`config.mk`:
```
export PLATFORM = sky130hd
export DESIGN_NAME = badge_table_checkin_core
export DESIGN_NICKNAME = d
export VERILOG_FILES = /design/src/hdl/btc_pkg.sv /design/src/hdl/btc_cell.sv /design/src/hdl/badge_table_checkin_core.sv
export SDC_FILE = /design/constraint.sdc
export NUM_CORES = 2
export LEC_CHECK = 0
export ABC_AREA = 1
export ABC_CLOCK_PERIOD_IN_PS = 5750
export BUFFER_PORTS_ARGS = -buffer_cell sky130_fd_sc_hd__buf_2
export CELL_PAD_IN_SITES_DETAIL_PLACEMENT = 1
export CELL_PAD_IN_SITES_GLOBAL_PLACEMENT = 1
export CORE_MARGIN = 5
export CORE_UTILIZATION = 35
export CTS_CLUSTER_DIAMETER = 100
export DETAILED_ROUTE_END_ITERATION = 7
export PLACE_DENSITY_LB_ADDON = 0.1
export SYNTH_ARGS = -nofsm -noshare
export SYNTH_HDL_FRONTEND = slang
export SYNTH_SLANG_ARGS = --single-unit
```
`constraint.sdc`:
```
create_clock -name clk -period 5.75 [get_ports clk]
set_input_delay 1.15 -clock clk [delete_from_list [all_inputs] [get_ports clk]]
set_output_delay 1.15 -clock clk [all_outputs]
set_load 0.01 [all_outputs]
```
`src/hdl/btc_pkg.sv`:
```
package btc_pkg;

  localparam int IdWidth     = 40;
  localparam int StatusWidth = 3;
  localparam int LimitWidth  = 5;

  typedef enum logic [1:0] {
    ACT_REGISTER = 2'd0,
    ACT_CHECKIN  = 2'd1,
    ACT_QUERY    = 2'd2,
    ACT_CLEAR    = 2'd3
  } action_t;

  typedef enum logic [StatusWidth-1:0] {
    STS_OK      = 3'd0,
    STS_FULL    = 3'd1,
    STS_UNKNOWN = 3'd2,
    STS_IN      = 3'd3,
    STS_REG     = 3'd4
  } status_t;

  // search token walking down the cell row
  typedef struct packed {
    logic               valid;
    logic               is_checkin;
    logic [IdWidth-1:0] key;
    logic [IdWidth-1:0] swap;
    logic               found;
    logic               found_in;
  } token_t;

endpackage

```
`src/hdl/btc_cell.sv`:
```
module btc_cell #(
  parameter int CW  = 5,
  parameter int IDX = 0
) (
  input  logic                   clk,
  input  logic                   rst_n,
  input  btc_pkg::token_t        tok_i,
  output btc_pkg::token_t        tok_o,
  input  logic [CW-1:0]          reg_cnt,
  input  logic [CW-1:0]          cin_cnt,
  input  logic                   wr_sel,
  input  logic [btc_pkg::IdWidth-1:0] wr_data
);
  import btc_pkg::*;

  localparam logic [CW-1:0] HERE = CW'(IDX);

  logic [IdWidth-1:0] entry_r;
  logic [IdWidth-1:0] entry_nxt;
  logic [IdWidth-1:0] swap_eff;
  token_t             tok_r;
  token_t             tok_nxt;
  logic               hit;
  logic               below_reg;
  logic               below_cin;
  logic               at_cin;

  always_comb begin
    below_reg = HERE < reg_cnt;
    below_cin = HERE < cin_cnt;
    at_cin    = HERE == cin_cnt;
    // the boundary entry is picked up as the token passes it
    swap_eff  = (tok_i.is_checkin && at_cin) ? entry_r : tok_i.swap;
    hit = tok_i.valid && !tok_i.found && below_reg && (entry_r == tok_i.key) &&
          (!tok_i.is_checkin || !below_cin);
    tok_nxt      = tok_i;
    tok_nxt.swap = swap_eff;
    if (hit) begin
      tok_nxt.found    = 1'b1;
      tok_nxt.found_in = below_cin;
    end
    entry_nxt = entry_r;
    if (wr_sel) begin
      entry_nxt = wr_data;
    end else if (hit && tok_i.is_checkin) begin
      entry_nxt = swap_eff;
    end
  end

  always_ff @(posedge clk) begin
    entry_r <= entry_nxt;
    if (!rst_n) begin
      tok_r <= '0;
    end else begin
      tok_r <= tok_nxt;
    end
  end

  assign tok_o = tok_r;

endmodule

```
`src/hdl/badge_table_checkin_core.sv`:
```
// Badge check-in table built as a row of TABLE_DEPTH cells, one stored badge
// id per cell. Register and clear finish in the cycle of the transfer, and the
// result is offered on the next cycle. Check-in and query send a search token
// down the row, one cell per cycle, and the result is registered when the
// token leaves the last cell. A check-in that matches swaps the entry with the
// one at the checked-in boundary: the token carries the boundary entry into
// the matching cell and the badge id is written back at the boundary when the
// scan ends. One operation is in progress at a time; a new transfer is taken
// once the block is idle and the result register is free or being emptied.
// The working limit may be written at any idle moment and resets to 16.
module badge_table_checkin_core #(
  parameter int TABLE_DEPTH = 16
) (
  input  logic                            clk,
  input  logic                            rst_n,
  input  logic                            in_valid,
  output logic                            in_ready,
  input  logic [1:0]                      in_action,
  input  logic [btc_pkg::IdWidth-1:0]     in_badge_id,
  output logic                            out_valid,
  input  logic                            out_ready,
  output logic [btc_pkg::StatusWidth-1:0] out_status,
  input  logic                            cfg_valid,
  output logic                            cfg_ready,
  input  logic [btc_pkg::LimitWidth-1:0]  cfg_data
);
  import btc_pkg::*;

  localparam int CW = $clog2(TABLE_DEPTH + 1);
  localparam int LW = (CW > LimitWidth) ? CW : LimitWidth;
  localparam logic [CW-1:0] DEPTH_CNT = CW'(TABLE_DEPTH);

  typedef enum logic [1:0] {
    ST_IDLE = 2'b01,
    ST_SCAN = 2'b10
  } state_t;

  state_t                 state_r, state_nxt;
  logic [CW-1:0]          reg_cnt_r, reg_cnt_nxt;
  logic [CW-1:0]          cin_cnt_r, cin_cnt_nxt;
  logic [LimitWidth-1:0]  limit_r, limit_nxt;
  logic                   out_valid_r, out_valid_nxt;
  logic [StatusWidth-1:0] out_status_r, out_status_nxt;
  token_t                 launch_r, launch_nxt;
  token_t                 tok [TABLE_DEPTH+1];
  logic                   wr_en;
  logic [CW-1:0]          wr_idx;
  logic [IdWidth-1:0]     wr_data;
  logic [TABLE_DEPTH-1:0] wr_sel;
  logic                   in_xfer;
  logic                   at_limit;
  token_t                 done_tok;

  assign in_ready  = (state_r == ST_IDLE) && (!out_valid_r || out_ready);
  assign in_xfer   = in_valid && in_ready;
  assign cfg_ready = 1'b1;
  assign out_valid = out_valid_r;
  assign out_status = out_status_r;
  assign at_limit  = LW'(cin_cnt_r) >= LW'(limit_r);
  assign tok[0]    = launch_r;
  assign done_tok  = tok[TABLE_DEPTH];

  always_comb begin
    state_nxt      = state_r;
    reg_cnt_nxt    = reg_cnt_r;
    cin_cnt_nxt    = cin_cnt_r;
    limit_nxt      = (cfg_valid && cfg_ready) ? cfg_data : limit_r;
    out_valid_nxt  = out_valid_r && !out_ready;
    out_status_nxt = out_status_r;
    launch_nxt            = launch_r;
    launch_nxt.valid      = 1'b0;
    wr_en   = 1'b0;
    wr_idx  = reg_cnt_r;
    wr_data = in_badge_id;

    case (state_r)
      ST_IDLE: begin
        if (in_xfer) begin
          launch_nxt.is_checkin = 1'b0;
          launch_nxt.key        = in_badge_id;
          launch_nxt.swap       = in_badge_id;
          launch_nxt.found      = 1'b0;
          launch_nxt.found_in   = 1'b0;
          case (in_action)
            ACT_REGISTER: begin
              out_valid_nxt = 1'b1;
              if (reg_cnt_r == DEPTH_CNT) begin
                out_status_nxt = STS_FULL;
              end else begin
                wr_en          = 1'b1;
                reg_cnt_nxt    = reg_cnt_r + 1'b1;
                out_status_nxt = STS_OK;
              end
            end
            ACT_CHECKIN: begin
              if (at_limit) begin
                out_valid_nxt  = 1'b1;
                out_status_nxt = STS_FULL;
              end else begin
                launch_nxt.valid      = 1'b1;
                launch_nxt.is_checkin = 1'b1;
                state_nxt             = ST_SCAN;
              end
            end
            ACT_QUERY: begin
              launch_nxt.valid = 1'b1;
              state_nxt        = ST_SCAN;
            end
            default: begin
              reg_cnt_nxt    = '0;
              cin_cnt_nxt    = '0;
              out_valid_nxt  = 1'b1;
              out_status_nxt = STS_OK;
            end
          endcase
        end
      end
      ST_SCAN: begin
        if (done_tok.valid) begin
          state_nxt     = ST_IDLE;
          out_valid_nxt = 1'b1;
          if (!done_tok.found) begin
            out_status_nxt = STS_UNKNOWN;
          end else if (done_tok.is_checkin) begin
            // matched id lands on the checked-in boundary
            wr_en          = 1'b1;
            wr_idx         = cin_cnt_r;
            wr_data        = done_tok.key;
            cin_cnt_nxt    = cin_cnt_r + 1'b1;
            out_status_nxt = STS_OK;
          end else begin
            out_status_nxt = done_tok.found_in ? STS_IN : STS_REG;
          end
        end
      end
      default: begin
        state_nxt = ST_IDLE;
      end
    endcase
  end

  always_comb begin
    for (int i = 0; i < TABLE_DEPTH; i++) begin
      wr_sel[i] = wr_en && (wr_idx == CW'(i));
    end
  end

  for (genvar g = 0; g < TABLE_DEPTH; g++) begin : g_cell
    btc_cell #(
      .CW  (CW),
      .IDX (g)
    ) u_cell (
      .clk     (clk),
      .rst_n   (rst_n),
      .tok_i   (tok[g]),
      .tok_o   (tok[g+1]),
      .reg_cnt (reg_cnt_r),
      .cin_cnt (cin_cnt_r),
      .wr_sel  (wr_sel[g]),
      .wr_data (wr_data)
    );
  end

  always_ff @(posedge clk) begin
    out_status_r <= out_status_nxt;
    if (!rst_n) begin
      state_r        <= ST_IDLE;
      reg_cnt_r      <= '0;
      cin_cnt_r      <= '0;
      limit_r        <= LimitWidth'(16);
      out_valid_r    <= 1'b0;
      launch_r       <= '0;
    end else begin
      state_r     <= state_nxt;
      reg_cnt_r   <= reg_cnt_nxt;
      cin_cnt_r   <= cin_cnt_nxt;
      limit_r     <= limit_nxt;
      out_valid_r <= out_valid_nxt;
      launch_r    <= launch_nxt;
    end
  end

endmodule

```
# After elaboration in Yosys (flattened, before gate mapping)
# Index checks and enable logic that the tools add are counted.
[word_totals] in_bits=52 regBits=2007 out_inout_bits=6
[classes] eq_ne=62 n_reduce_logical=210 muxes=109 addsub=2 magnitude_cmp=33 bitwise=1
[op_table] cell="40-bit 2-to-1 mux" count=52
[op_table] cell="40-bit == test" count=16
[op_table] cell="1-bit logical AND" count=114
[op_table] cell="4-bit by 5-bit < comparator with 1-bit output, first input constant" count=16
[op_table] cell="5-bit 2-to-1 mux" count=10
[op_table] cell="1-bit zero test" count=49
[op_table] cell="4-bit by 5-bit == test with 1-bit output, first input constant" count=8
[op_table] cell="5-bit by 4-bit == test with 1-bit output, second input constant" count=8
[op_table] cell="3-bit by 5-bit < comparator with 1-bit output, first input constant" count=8
[op_table] cell="2-bit 2-to-1 mux" count=20
[op_table] cell="2-bit nonzero test" count=17
[op_table] cell="3-bit by 5-bit == test with 1-bit output, first input constant" count=4
[op_table] cell="5-bit by 3-bit == test with 1-bit output, second input constant" count=4
[op_table] cell="1-bit by 5-bit < comparator with 1-bit output, first input constant" count=4
[op_table] cell="2-bit by 5-bit < comparator with 1-bit output, first input constant" count=4
[op_table] cell="5-bit case mux with 2 select lines" count=2
[op_table] cell="3-bit 2-to-1 mux" count=6
[op_table] cell="1-bit logical OR" count=17
[op_table] cell="1-bit 2-to-1 mux" count=11
[op_table] cell="5-bit by 1-bit adder with 5-bit output, second input constant" count=2
[op_table] cell="2-bit by 5-bit == test with 1-bit output, first input constant" count=2
[op_table] cell="5-bit by 2-bit == test with 1-bit output, second input constant" count=2
[op_table] cell="5-bit zero test" count=2
[op_table] cell="3-bit case mux with 3 select lines" count=1
[op_table] cell="other kinds (23)" count=38

# Longest topological paths before layout
[depth] depth_word=9 mapped_depth=14

# Modules after synthesis
# From an unflattened synthesis, not the netlist that was laid out.
[hier_totals] hier_cells=11657 area_unflattened_um2=89213.1
[by_module_without_submodules] module="btc_cell (g_cell[6].u_cell)" area_per_inst_um2=5666.7 n_inst=1 seq_area_each_um2=2882.8 cells_per_inst=745
[by_module_without_submodules] module="btc_cell (g_cell[2].u_cell)" area_per_inst_um2=5580.4 n_inst=1 seq_area_each_um2=2882.8 cells_per_inst=752
[by_module_without_submodules] module="btc_cell (g_cell[7].u_cell)" area_per_inst_um2=5559.1 n_inst=1 seq_area_each_um2=2882.8 cells_per_inst=716
[by_module_without_submodules] module="btc_cell (g_cell[5].u_cell)" area_per_inst_um2=5514.0 n_inst=1 seq_area_each_um2=2882.8 cells_per_inst=741
[by_module_without_submodules] module="btc_cell (g_cell[12].u_cell)" area_per_inst_um2=5474.0 n_inst=1 seq_area_each_um2=2882.8 cells_per_inst=659
[by_module_without_submodules] module="btc_cell (g_cell[4].u_cell)" area_per_inst_um2=5467.7 n_inst=1 seq_area_each_um2=2882.8 cells_per_inst=658
[by_module_without_submodules] module="btc_cell (g_cell[9].u_cell)" area_per_inst_um2=5464.0 n_inst=1 seq_area_each_um2=2882.8 cells_per_inst=759
[by_module_without_submodules] module="btc_cell (g_cell[14].u_cell)" area_per_inst_um2=5434.0 n_inst=1 seq_area_each_um2=2882.8 cells_per_inst=732
[by_module_without_submodules] module="btc_cell (g_cell[1].u_cell)" area_per_inst_um2=5415.2 n_inst=1 seq_area_each_um2=2882.8 cells_per_inst=726
[by_module_without_submodules] module="btc_cell (g_cell[3].u_cell)" area_per_inst_um2=5383.9 n_inst=1 seq_area_each_um2=2882.8 cells_per_inst=725
[by_module_without_submodules] module="btc_cell (g_cell[11].u_cell)" area_per_inst_um2=5281.3 n_inst=1 seq_area_each_um2=2882.8 cells_per_inst=668
[by_module_without_submodules] module="btc_cell (g_cell[8].u_cell)" area_per_inst_um2=5178.7 n_inst=1 seq_area_each_um2=2882.8 cells_per_inst=675
[by_module_without_submodules] module="btc_cell (g_cell[10].u_cell)" area_per_inst_um2=5117.4 n_inst=1 seq_area_each_um2=2882.8 cells_per_inst=657
[by_module_without_submodules] module="btc_cell (g_cell[0].u_cell)" area_per_inst_um2=5116.2 n_inst=1 seq_area_each_um2=2882.8 cells_per_inst=628
[by_module_without_submodules] module="3 more rows"

# Worst setup path after synthesis
# Ideal clock, no wire load.
[synth_path] path_kind="register to register" start="reg reg_cnt_r[2]" end="reg g_cell[6].u_cell.entry_r[0], enable pin" stages_incl_launch_ff=10 synth_period_minus_slack_ns=4.598 arrival_time_ns=4.105 slack_ns=1.152 required_time_ns=5.257 path_cell_list="dfxtp_1 -> clkbuf_1 -> nand2_1 -> o21ai_0 -> nand3_1 -> nor2_1 -> nand2_1 -> nor2_1 -> nand2_1 -> o21ai_0"
[synth_between] elab_chain_len=7 elab_cells_between_ends=17 classes_between="order compare: 1; eq/ne: 2; mux: 8; reduce/logical: 6"
[synth_rtl] element="from (decl)" line_no="badge_table_checkin_core.sv:39" source="logic [CW-1:0] reg_cnt_r, reg_cnt_nxt;"
[synth_rtl] element="from (signal assigned)" line_no="badge_table_checkin_core.sv:175" source="reg_cnt_r <= reg_cnt_nxt;"
[synth_rtl] element="5-bit == test or 5-bit 2-to-1 mux (tied branches)" line_no="badge_table_checkin_core.sv:87, badge_table_checkin_core.sv:124"
[synth_rtl] element="1-bit 2-to-1 mux or 5-bit 2-to-1 mux (tied branches)" line_no="badge_table_checkin_core.sv:87, badge_table_checkin_core.sv:122"
[synth_rtl] element="1-bit 2-to-1 mux or 5-bit 2-to-1 mux (tied branches)" line_no="badge_table_checkin_core.sv:84, badge_table_checkin_core.sv:119"
[synth_rtl] element="1-bit 2-to-1 mux or 5-bit 2-to-1 mux (tied branches)" line_no="badge_table_checkin_core.sv:78, badge_table_checkin_core.sv:76"
[synth_rtl] element="1-bit case mux with 2 select lines or 5-bit by 3-bit == test with 1-bit output (tied branches)" line_no="badge_table_checkin_core.sv:76, badge_table_checkin_core.sv:144"
[synth_rtl] element="1-bit logical AND" line_no="badge_table_checkin_core.sv:144" source="wr_sel[i] = wr_en && (wr_idx == CW'(i));"
[synth_rtl] element="2-bit nonzero test (no source line) (*)"
[synth_rtl] element="to (signal assigned)" line_no="btc_cell.sv:51" source="entry_r <= entry_nxt;"
[synth_rtl] element="to (decl)" line_no="btc_cell.sv:18" source="logic [IdWidth-1:0] entry_r;"
# Every way passes the cells marked *; elsewhere a longest branch is shown, timed or not.
# A chain may end at the register's enable or synchronous reset.

# Worst setup path after layout
[layout_path] start="reg state_r[0]" end="reg g_cell[1].u_cell.entry_r[10], enable pin"
[layout_between] elab_chain_len=7 elab_cells_between_ends=10 classes_between="eq/ne: 3; mux: 3; reduce/logical: 4"
[layout_rtl] element="from (decl)" line_no="badge_table_checkin_core.sv:38" source="state_t state_r, state_nxt;"
[layout_rtl] element="from (signal assigned)" line_no="badge_table_checkin_core.sv:174" source="state_r <= state_nxt;"
[layout_rtl] element="2-bit by 1-bit == test with 1-bit output" line_no="badge_table_checkin_core.sv:54, badge_table_checkin_core.sv:76"
[layout_rtl] element="1-bit logical AND" line_no="badge_table_checkin_core.sv:54" source="assign in_ready = (state_r == ST_IDLE) && (!out_valid_r || out_ready);"
[layout_rtl] element="1-bit logical AND" line_no="badge_table_checkin_core.sv:55" source="assign in_xfer = in_valid && in_ready;"
[layout_rtl] element="1-bit 2-to-1 mux" line_no="badge_table_checkin_core.sv:78" source="if (in_xfer) begin"
[layout_rtl] element="1-bit case mux with 2 select lines" line_no="badge_table_checkin_core.sv:76" source="case (state_r)"
[layout_rtl] element="1-bit logical AND (*)" line_no="badge_table_checkin_core.sv:144"
[layout_rtl] element="2-bit nonzero test (no source line) (*)"
[layout_rtl] element="to (signal assigned)" line_no="btc_cell.sv:51"
[layout_rtl] element="to (decl)" line_no="btc_cell.sv:18"
# Marked as above.

==> results.py <==
metrics = {
    "synthesis": {
        "async_flop_share_pct": 0,
        "yosys_warnings": 0,
        "yosys.area.top_type": "dfxtp_1",
        "synth-main-ff-cell": "dfxtp_1",
        "yosysMostFrequentCell": "nand2_1",
        "synth-compound-area-share_pct": 9.05,
        "synth_top_family_by_area": "simple AND/OR/NAND/NOR gates",
        "syn-num-nets": 11000,
        "synth.avg_cell_area_um2": 7.70,
        "synth_edf_count": 643,
        "syn_inst": 11000,
        "synthDominantCellAreaShare_pct": 32.4,
        "synth.area.top_cells": "dfxtp_1, edfxtp_1, nand2_1, inv_1, nor2_1",
        "yosys-mux-area-fraction_pct": 0.697,
        "synthAdderAreaFrac_pct": 0.237,
        "synth_xor_area_share_pct": 1.94,
        "synth_cell_types": 44,
        "synthesis.area_um2": 84400,
        "ys_ff_latch": 2007,
        "synth-simple-area-share_pct": 21.2,
        "yosysSeqAreaShare_pct": 55.2,
        "yosys-top-cells-count": "nand2_1, inv_1, nor2_1, dfxtp_1, o21ai_0",
    },
    "worst_hold_path": {
        "hp-class": "reg2reg",
    },
    "die": {
        "die_y_um": 501,
        "io-pin-count": 58,
        "start_util_pct": 35.1,
        "coreArea_um2": 240000,
        "placementRows": 180,
        "die-width_um": 501,
        "die_area_um2": 251000,
    },
    "critical_path": {
        "slowest_delay_ns": 0.61,
        "crit_path_end_kind": "flop",
        "critPathKind": "reg2reg",
        "crit_family": "simple AND/OR/NAND/NOR gates",
        "worstPathMaxFanout": 40,
        "cp_common_cell": "nand2_1",
        "path_cells": "inv_1, ha_1, nand2_1, nor2_4, inv_1, buf_4, nand2_1, nand2_1, nor2_1, nand2_2, nand2_2, buf_4",
        "slowest_stage": "nand2_2",
        "crit_end": "g_cell[1].u_cell.entry_r[10]$_DFFE_PP_",
        "crit_required_ns": 6.32,
        "r2r.worst_path.cells": 12,
        "critPathLaunch": "state_r[0]$_SDFFE_PN1P_",
        "r2r_slack_ns": 1.86,
        "timing.rr.end": "g_cell[1].u_cell.entry_r[10]$_DFFE_PP_",
        "r2r_start": "state_r[0]$_SDFFE_PN1P_",
        "arrival_ns": 4.46,
        "cp.depth": 12,
        "worst-path-buf-inv": 4,
        "worstSetupStartpointType": "flop",
    },
    "power_and_ir_drop": {
        "internal_power_w": 0.0246,
        "p_comb_share_pct": 8.9,
        "switching_share_pct": 26.4,
        "p_seq_share_pct": 46.5,
        "p_per_area_nw_per_um2": 349,
        "p_sw_w": 0.00885,
        "p_clk_share_pct": 44.6,
        "power.static_leakage_nw": 47.2,
        "finalPower_w": 0.0335,
        "peakVddDrop_uv": 271,
    },
    "cts": {
        "clk_latency_ns": 0.89,
        "cts_root_buf": "clkbuf_16",
        "ctsResizeCount": 0,
        "cts_buffers": 223,
        "postCtsSetupBuffers": 0,
        "cts_hold_buf": 0,
        "htree_levels": 4,
        "path_clk_slew_ns": 0.06,
        "tritoncts": "built",
        "clk_path_buf_depth": 3,
        "cts_num_sinks": 2007,
    },
    "job": {
        "max-cap-violations": 0,
    },
    "place": {
        "io_buffers": 56,
        "dp_hpwl_mm": 261,
        "placed_area_um2": 88200,
        "gp_congestion": 0.884,
    },
    "drt": {
        "route.vias.total": 69400,
        "totalWireLength_mm": 358,
        "avgRoutedWirePerCell_um": 25.0,
        "dr.pass1.iters": 5,
        "drc": 0,
        "viasPerCell": 4.84,
        "drt_iter0_drc": 5549,
        "antenna_left": 0,
    },
    "timing": {
        "holdWs_ns": 0.428,
        "finalSetupViolCount": 0,
        "max_freq_mhz": 257,
        "clock_skew_ns": 0.0581,
        "fin_crit_ns": 3.89,
        "finalCritPeriodShare_pct": 67.6,
        "rsz0062_at_grt": "false",
        "tightest_slew_ns": 1.23,
        "slew_headroom_pct": 17.7,
        "hold_viol_final": 0,
        "fin_tns_setup_ns": 0,
        "maxSlewViolCount": 0,
    },
    "final_layout": {
        "layout.nets": 11000,
        "fillers": 29100,
        "finish.instance_area_um2": 96000,
        "fin_util_pct": 39.9,
        "syn_to_final_growth_pct": 13.7,
        "drive_gt1_share_pct": 5.80,
    },
    "global_routing": {
        "antenna_found_initial": 28,
        "grt_pass1_vias": 70300,
        "grtUsageTotal_pct": 27.9,
        "grt_first_pass_wirelength_mm": 506,
        "grt_overflow_total": 0,
        "grt_max_degree": 141,
    },
    "status": {
        "outcome": "complete, no violations",
    },
}
[power by group through the flow]
stage                     sequential, W  clock (W)  combinational [W]
after floorplan                  0.0157          0            0.00170
after global placement           0.0159          0            0.00291
after detailed placement         0.0159          0            0.00296
after CTS                        0.0156     0.0152            0.00299
after global routing             0.0156     0.0158            0.00327
final                            0.0156     0.0149            0.00298
[cells in the final DEF, fill, tap and decap left out, types with 12 or more instances in the layout]
| master | instances |
|---|---|
| a211oi_1 | 27 |
| a21oi_1 | 465 |
| and2_1 | 90 |
| buf_2 | 55 |
| buf_4 | 124 |
| bufinv_16 | 12 |
| clkbuf_1 | 42 |
| clkbuf_16 | 240 |
| clkbuf_8 | 39 |
| clkinv_1 | 16 |
| clkinv_2 | 58 |
| dfxtp_1 | 1364 |
| diode_2 | 31 |
| edfxtp_1 | 643 |
| ha_1 | 16 |
| inv_1 | 2132 |
| mux2_2 | 14 |
| mux2i_1 | 43 |
| nand2_1 | 2809 |
| nand2_2 | 22 |
| nand3_1 | 87 |
| nand4_1 | 68 |
| nor2_1 | 1434 |
| nor3_1 | 21 |
| o21ai_0 | 942 |
| o21ai_1 | 49 |
| or2_2 | 23 |
| xnor2_1 | 122 |
| xor2_1 | 65 |
[metal layers]
layer  part of all wire, %  GRT usage (%)  wire length, um  vias to the layer above
met5                0.0031              0               11                        -
met1                    43           36.3           154000                    34200
met2                    48           48.3           173000                     1640
met3                   5.0           3.60            18000                      434
li1                      -              -                -                    33100
met4                   3.5           8.60            12400                        2
[flip-flops by register name (all words and copies together) (netlist names)]
name and flops:
cin_cnt_r 5, g_cell.u_cell.entry_r 640, g_cell.u_cell.tok_o 1304, launch_r 42
limit_r 5, out_status 3, out_valid 1, reg_cnt_r 5
state_r 2
[worst reg2reg max path, cell delays in order, from the launching register on]
cell	delay (ns)
dfxtp_1	0.32
inv_1	0.07
ha_1	0.29
nand2_1	0.16
nor2_4	0.43
inv_1	0.09
buf_4	0.27
nand2_1	0.24
nand2_1	0.23
nor2_1	0.30
nand2_2	0.14
nand2_2	0.61
buf_4	0.41
[kinds of logic after synthesis]
| kind of cell | after synthesis |
|---|---|
| AO/OA/AOI/OAI | 1505 |
| adder cells (fa/ha/maj) | 16 |
| buffers and inverters | 2590 |
| other | 1 |
| flip-flops | 2007 |
| XOR/XNOR | 187 |
| AND/OR/NAND/NOR | 4590 |
| multiplexers | 57 |
[per-stage QoR]
step | worst slack (ns) | cells
final | 1.86 | 14300
after global routing | 1.63 | 14300
after CTS | 1.87 | 14300
after detailed placement | 1.80 | 13900
after global placement | 1.80 | 13900
after floorplan | 1.15 | 11000
[cell type report]
type                       count  area [um2]  area share (%)
clock inverter               106        1020            1.06
tap                         3185        3990            4.15
sequential                  2007       46600            48.6
inverter                    2135        8020            8.36
clock buffer                 321        6700            6.98
timing repair buffer         188        1380            1.44
multi-input combinational   6356       28200            29.4
antenna                       31        77.6          0.0808
[how the worst min path moves through the flow]
stage | from | endpoint | slack (ns) | depth (start not counted)
2_1_floorplan | g_cell[13].u_cell.tok_o[83]$_SDFF_PN0_ | g_cell[14].u_cell.tok_o[83]$_SDFF_PN0_ | 0.41 | 2
3_3_place_gp | g_cell[8].u_cell.tok_o[83]$_SDFF_PN0_ | g_cell[9].u_cell.tok_o[83]$_SDFF_PN0_ | 0.43 | 2
3_5_place_dp | g_cell[2].u_cell.tok_o[83]$_SDFF_PN0_ | g_cell[3].u_cell.tok_o[83]$_SDFF_PN0_ | 0.43 | 2
4_1_cts | g_cell[4].u_cell.tok_o[64]$_SDFF_PN0_ | g_cell[5].u_cell.tok_o[64]$_SDFF_PN0_ | 0.42 | 2
5_1_grt | g_cell[12].u_cell.tok_o[81]$_SDFF_PN0_ | g_cell[13].u_cell.tok_o[81]$_SDFF_PN0_ | 0.44 | 2
6_report | g_cell[2].u_cell.tok_o[83]$_SDFF_PN0_ | g_cell[3].u_cell.tok_o[83]$_SDFF_PN0_ | 0.43 | 2
Note: power is estimated with default switching activity, not from simulation.
